$ cat src/hdl/bmss_ram.sv
// Generic single-write, single-read RAM with a registered read port.
`timescale 1ns / 1ps

module bmss_ram #(
  parameter int WIDTH = 8,
  parameter int DEPTH = 256
) (
  input  logic                     clk,
  input  logic                     wr_en,
  input  logic [$clog2(DEPTH)-1:0] wr_addr,
  input  logic [WIDTH-1:0]         wr_data,
  input  logic [$clog2(DEPTH)-1:0] rd_addr,
  output logic [WIDTH-1:0]         rd_data
);

  logic [WIDTH-1:0] mem [DEPTH];

  always_ff @(posedge clk) begin
    if (wr_en) begin
      mem[wr_addr] <= wr_data;
    end
    rd_data <= mem[rd_addr];
  end

endmodule

$ cat config.mk
export PLATFORM = sky130hd
export DESIGN_NAME = bmss_ram
export DESIGN_NICKNAME = d
export VERILOG_FILES = /design/src/hdl/bmss_ram.sv
export SDC_FILE = /design/constraint.sdc
export NUM_CORES = 2
export LEC_CHECK = 0
export BUFFER_PORTS_ARGS = -buffer_cell sky130_fd_sc_hd__buf_2
export CORE_UTILIZATION = 50
export DETAILED_ROUTE_END_ITERATION = 10
export GPL_ROUTABILITY_DRIVEN = 0
export MAX_ROUTING_LAYER = met4
export PLACE_DENSITY_LB_ADDON = 0.08
export SLEW_MARGIN = 20
export SYNTH_ARGS = -nofsm -noshare
export SYNTH_HDL_FRONTEND = slang
export SYNTH_SLANG_ARGS = --single-unit
$ cat constraint.sdc
create_clock -name clk -period 3.73 [get_ports clk]
set_input_delay 0.746 -clock clk [delete_from_list [all_inputs] [get_ports clk]]
set_output_delay 0.746 -clock clk [all_outputs]
set_load 0.05 [all_outputs]
==> results.ini <==
[hold_path]
min_to = mem[73][4]
hold_class = input port to flip-flop
hold_depth = 1
hp-start = wr_data[4]

[critical_path]
r2r_slack_ps = 610
end_kind = flip-flop
path_max_fanout = 24
worstPathArrival_ps = 4140
slowest_delay_ps = 930
cp.required_ps = 4390
reg2reg_to = rd_data[5]
rr_startpoint = mem[211][5]
path_class = input port to flip-flop
start_kind = input port
crit_slowest_cell = nor3_1
rr_worst_depth = 6
crit_chain = buf_8, buf_12, buf_4, mux4_2, a22o_1, a221oi_1, o32ai_1, nor3_1, nor4_1

[grt]
grtUsageMet3 = 0.04080
gr-max-usage-layer = met2
overflow = 0
grt_usage = 0.2657
grt_pass1_vias = 41070
grt_use_met1 = 0.3684
grt_pass1_wl_um = 295700
antenna_found_initial = 4
grtUsageMet2 = 0.4173
grt_max_degree = 109

[synth]
synth_xor_xnor_area_share = 0
synth_seq_area_share = 0.7750
ys_ff_latch = 2056
synth_nets = 3759
ys.flop_type = edfxtp_1
synth_area_per_cell_um2 = 21.31
synthSimpleGateAreaFrac = 0.02628
synth-edff-count = 2048
synth_cell_types = 55
synth_compound_area_frac = 0.03419
synth_top_family_by_area = multiplexers
synth_top_area_frac = 0.7730
synthTopCellsByArea = edfxtp_1, mux4_2, mux2i_1, nor2_1, a22oi_1
synth.area.mux_share = 0.1462
syn_area_um2 = 79560
async_flop_share = 0
yosysMostFrequentCell = edfxtp_1
syn-instance-count = 3733
synth_common_cells = edfxtp_1, mux4_2, nor2_1, mux2i_1, a22oi_1
synth_fa_ha_area_frac = 0
yosys_warnings = 0
synth_top_area_cell = edfxtp_1

[power_and_ir_drop]
irDropWorstVdd_mv = 0.6011
p_per_area_nw_per_um2 = 528.3
cellLeakagePower_nw = 29.50

[timing]
fmax_mhz = 286.9
rsz0062_at_grt = false
min_period_ps = 3485
worst_clock_skew_ps = 29.78
setup_viol = 0
tns_ps = 0
maxSlewViolCount = 0
max_slew.worst_pin.slew_ps = 1190
final_hold_viol_count = 0
fin_crit_sh = 0.9344
timing.slew.headroom = 0.2006

[clocking]
cts-htree-levels = 4
numCtsBuffers = 205
clock_latency_ps = 830
cts_hold_buf = 0
cts_tree = built
post-cts-setup-buffer-count = 0
clock-sinks = 2056
clk_pin_slew_worst_paths_ps = 60
clk_path_buf_depth = 3
ctsRootBufferMaster = clkbuf_16
ctsResizeCount = 0

[drt]
postRouteAntennaNets = 0
firstDrtPassIters = 8
wirelength_um = 204900
wl_per_cell_um = 31.57
drc = 0
via_count = 40160
drtIter0Drc = 5030
vias_per_cell = 6.186

[job]
cap_violations = 0

[cells_and_area]
num-nets-final = 4273
drive_gt1_frac = 0.2931
syn_to_final_growth_pct = 15.76
multi_input_area_um2 = 16510
area.sequential_um2 = 61660
instances_no_fill = 6492
num-fill-cells = 11470

[status]
status = complete, no violations

[floorplan]
io_pins = 34
die_area_um2 = 160700
start_util = 0.5029
die_y_um = 400.9
die_x_um = 400.9
rows = 146
core-area_um2 = 158200

[placed_design]
io_buffers = 33
dp_hpwl_um = 132800
dp_cells = 6112

worst max-delay path by stage:
stage / start / end / slack, ps
2_1_floorplan: rd_addr[0] / rd_data[2] / 1050
3_3_place_gp: rd_addr[0] / rd_data[2] / -880
3_5_place_dp: rd_addr[0] / rd_data[5] / -700
4_1_cts: rd_addr[0] / rd_data[5] / 180
5_1_grt: rd_addr[0] / rd_data[5] / 170
6_report: rd_addr[0] / rd_data[5] / 240
kinds of logic after synthesis:
group,Yosys count
DFF,2056
muxes,591
and+or+nand+nor,466
AOI/OAI and AO/OA,385
buffers and inverters,235
metal layers:
metal  vias up  routed length [µm]
li1      16750                   -
met1     21480               85040
met2      1642              100400
met3       294               14440
met4         0                5052
met5         -                   0
layout make-up:
class	instances	share of cell area
antenna	2	0.00005434
clock buffer	262	0.05949
clock inverter	116	0.01340
inverter	2	0.00008152
multi-input combinational	1442	0.1793
sequential	2056	0.6695
tap	2072	0.02815
timing repair buffer	540	0.05000
stage by stage:
stage                     cell area [µm²]  total power, mW    util  worst slack [ps]  hold WS (ps)
after floorplan                     79560            27.27       -              1046         769.9
after global placement              85320            28.49  0.5393            -879.4          1097
after detailed placement            85380            28.56  0.5397            -701.3          1107
after CTS                           92090            48.95  0.5821             176.0         391.8
after global routing                92090            49.92  0.5821             172.9         390.7
final                               92100            48.65  0.5822             244.7         399.0
layout by cell type (no fill, tap or decap), types with 33 or more instances in the layout:
cell type and instances:
mux2i_1 134, mux4_2 454, a21oi_1 96, clkbuf_1 48
buf_4 466, nor2_1 279, clkinv_1 55, clkbuf_16 209
buf_12 43, edfxtp_1 2048, nand2_1 33, a22oi_1 133
nand3_1 34, o221ai_1 46
worst max-delay path: cells and delay by family:
| kind | cells | cell delay [ps] |
|---|---|---|
| buf+inv | 3 | 810 |
| simple gates | 2 | 1060 |
| mux | 1 | 530 |
| compound gates | 3 | 950 |
sequential cells by signal, summed over array words and instances (netlist names):
signal / cells
mem: 2048
rd_data: 8
power breakdown:
group / internal [mW] / switching (mW) / leakage [nW]
clock: 12.0 / 8.60 / 3.27
sequential: 25.5 / 0.0376 / 18.5
combinational: 0.921 / 1.62 / 7.76
total: 38.4 / 10.3 / 29.5
No activity file was read; power rests on OpenSTA's default activity.
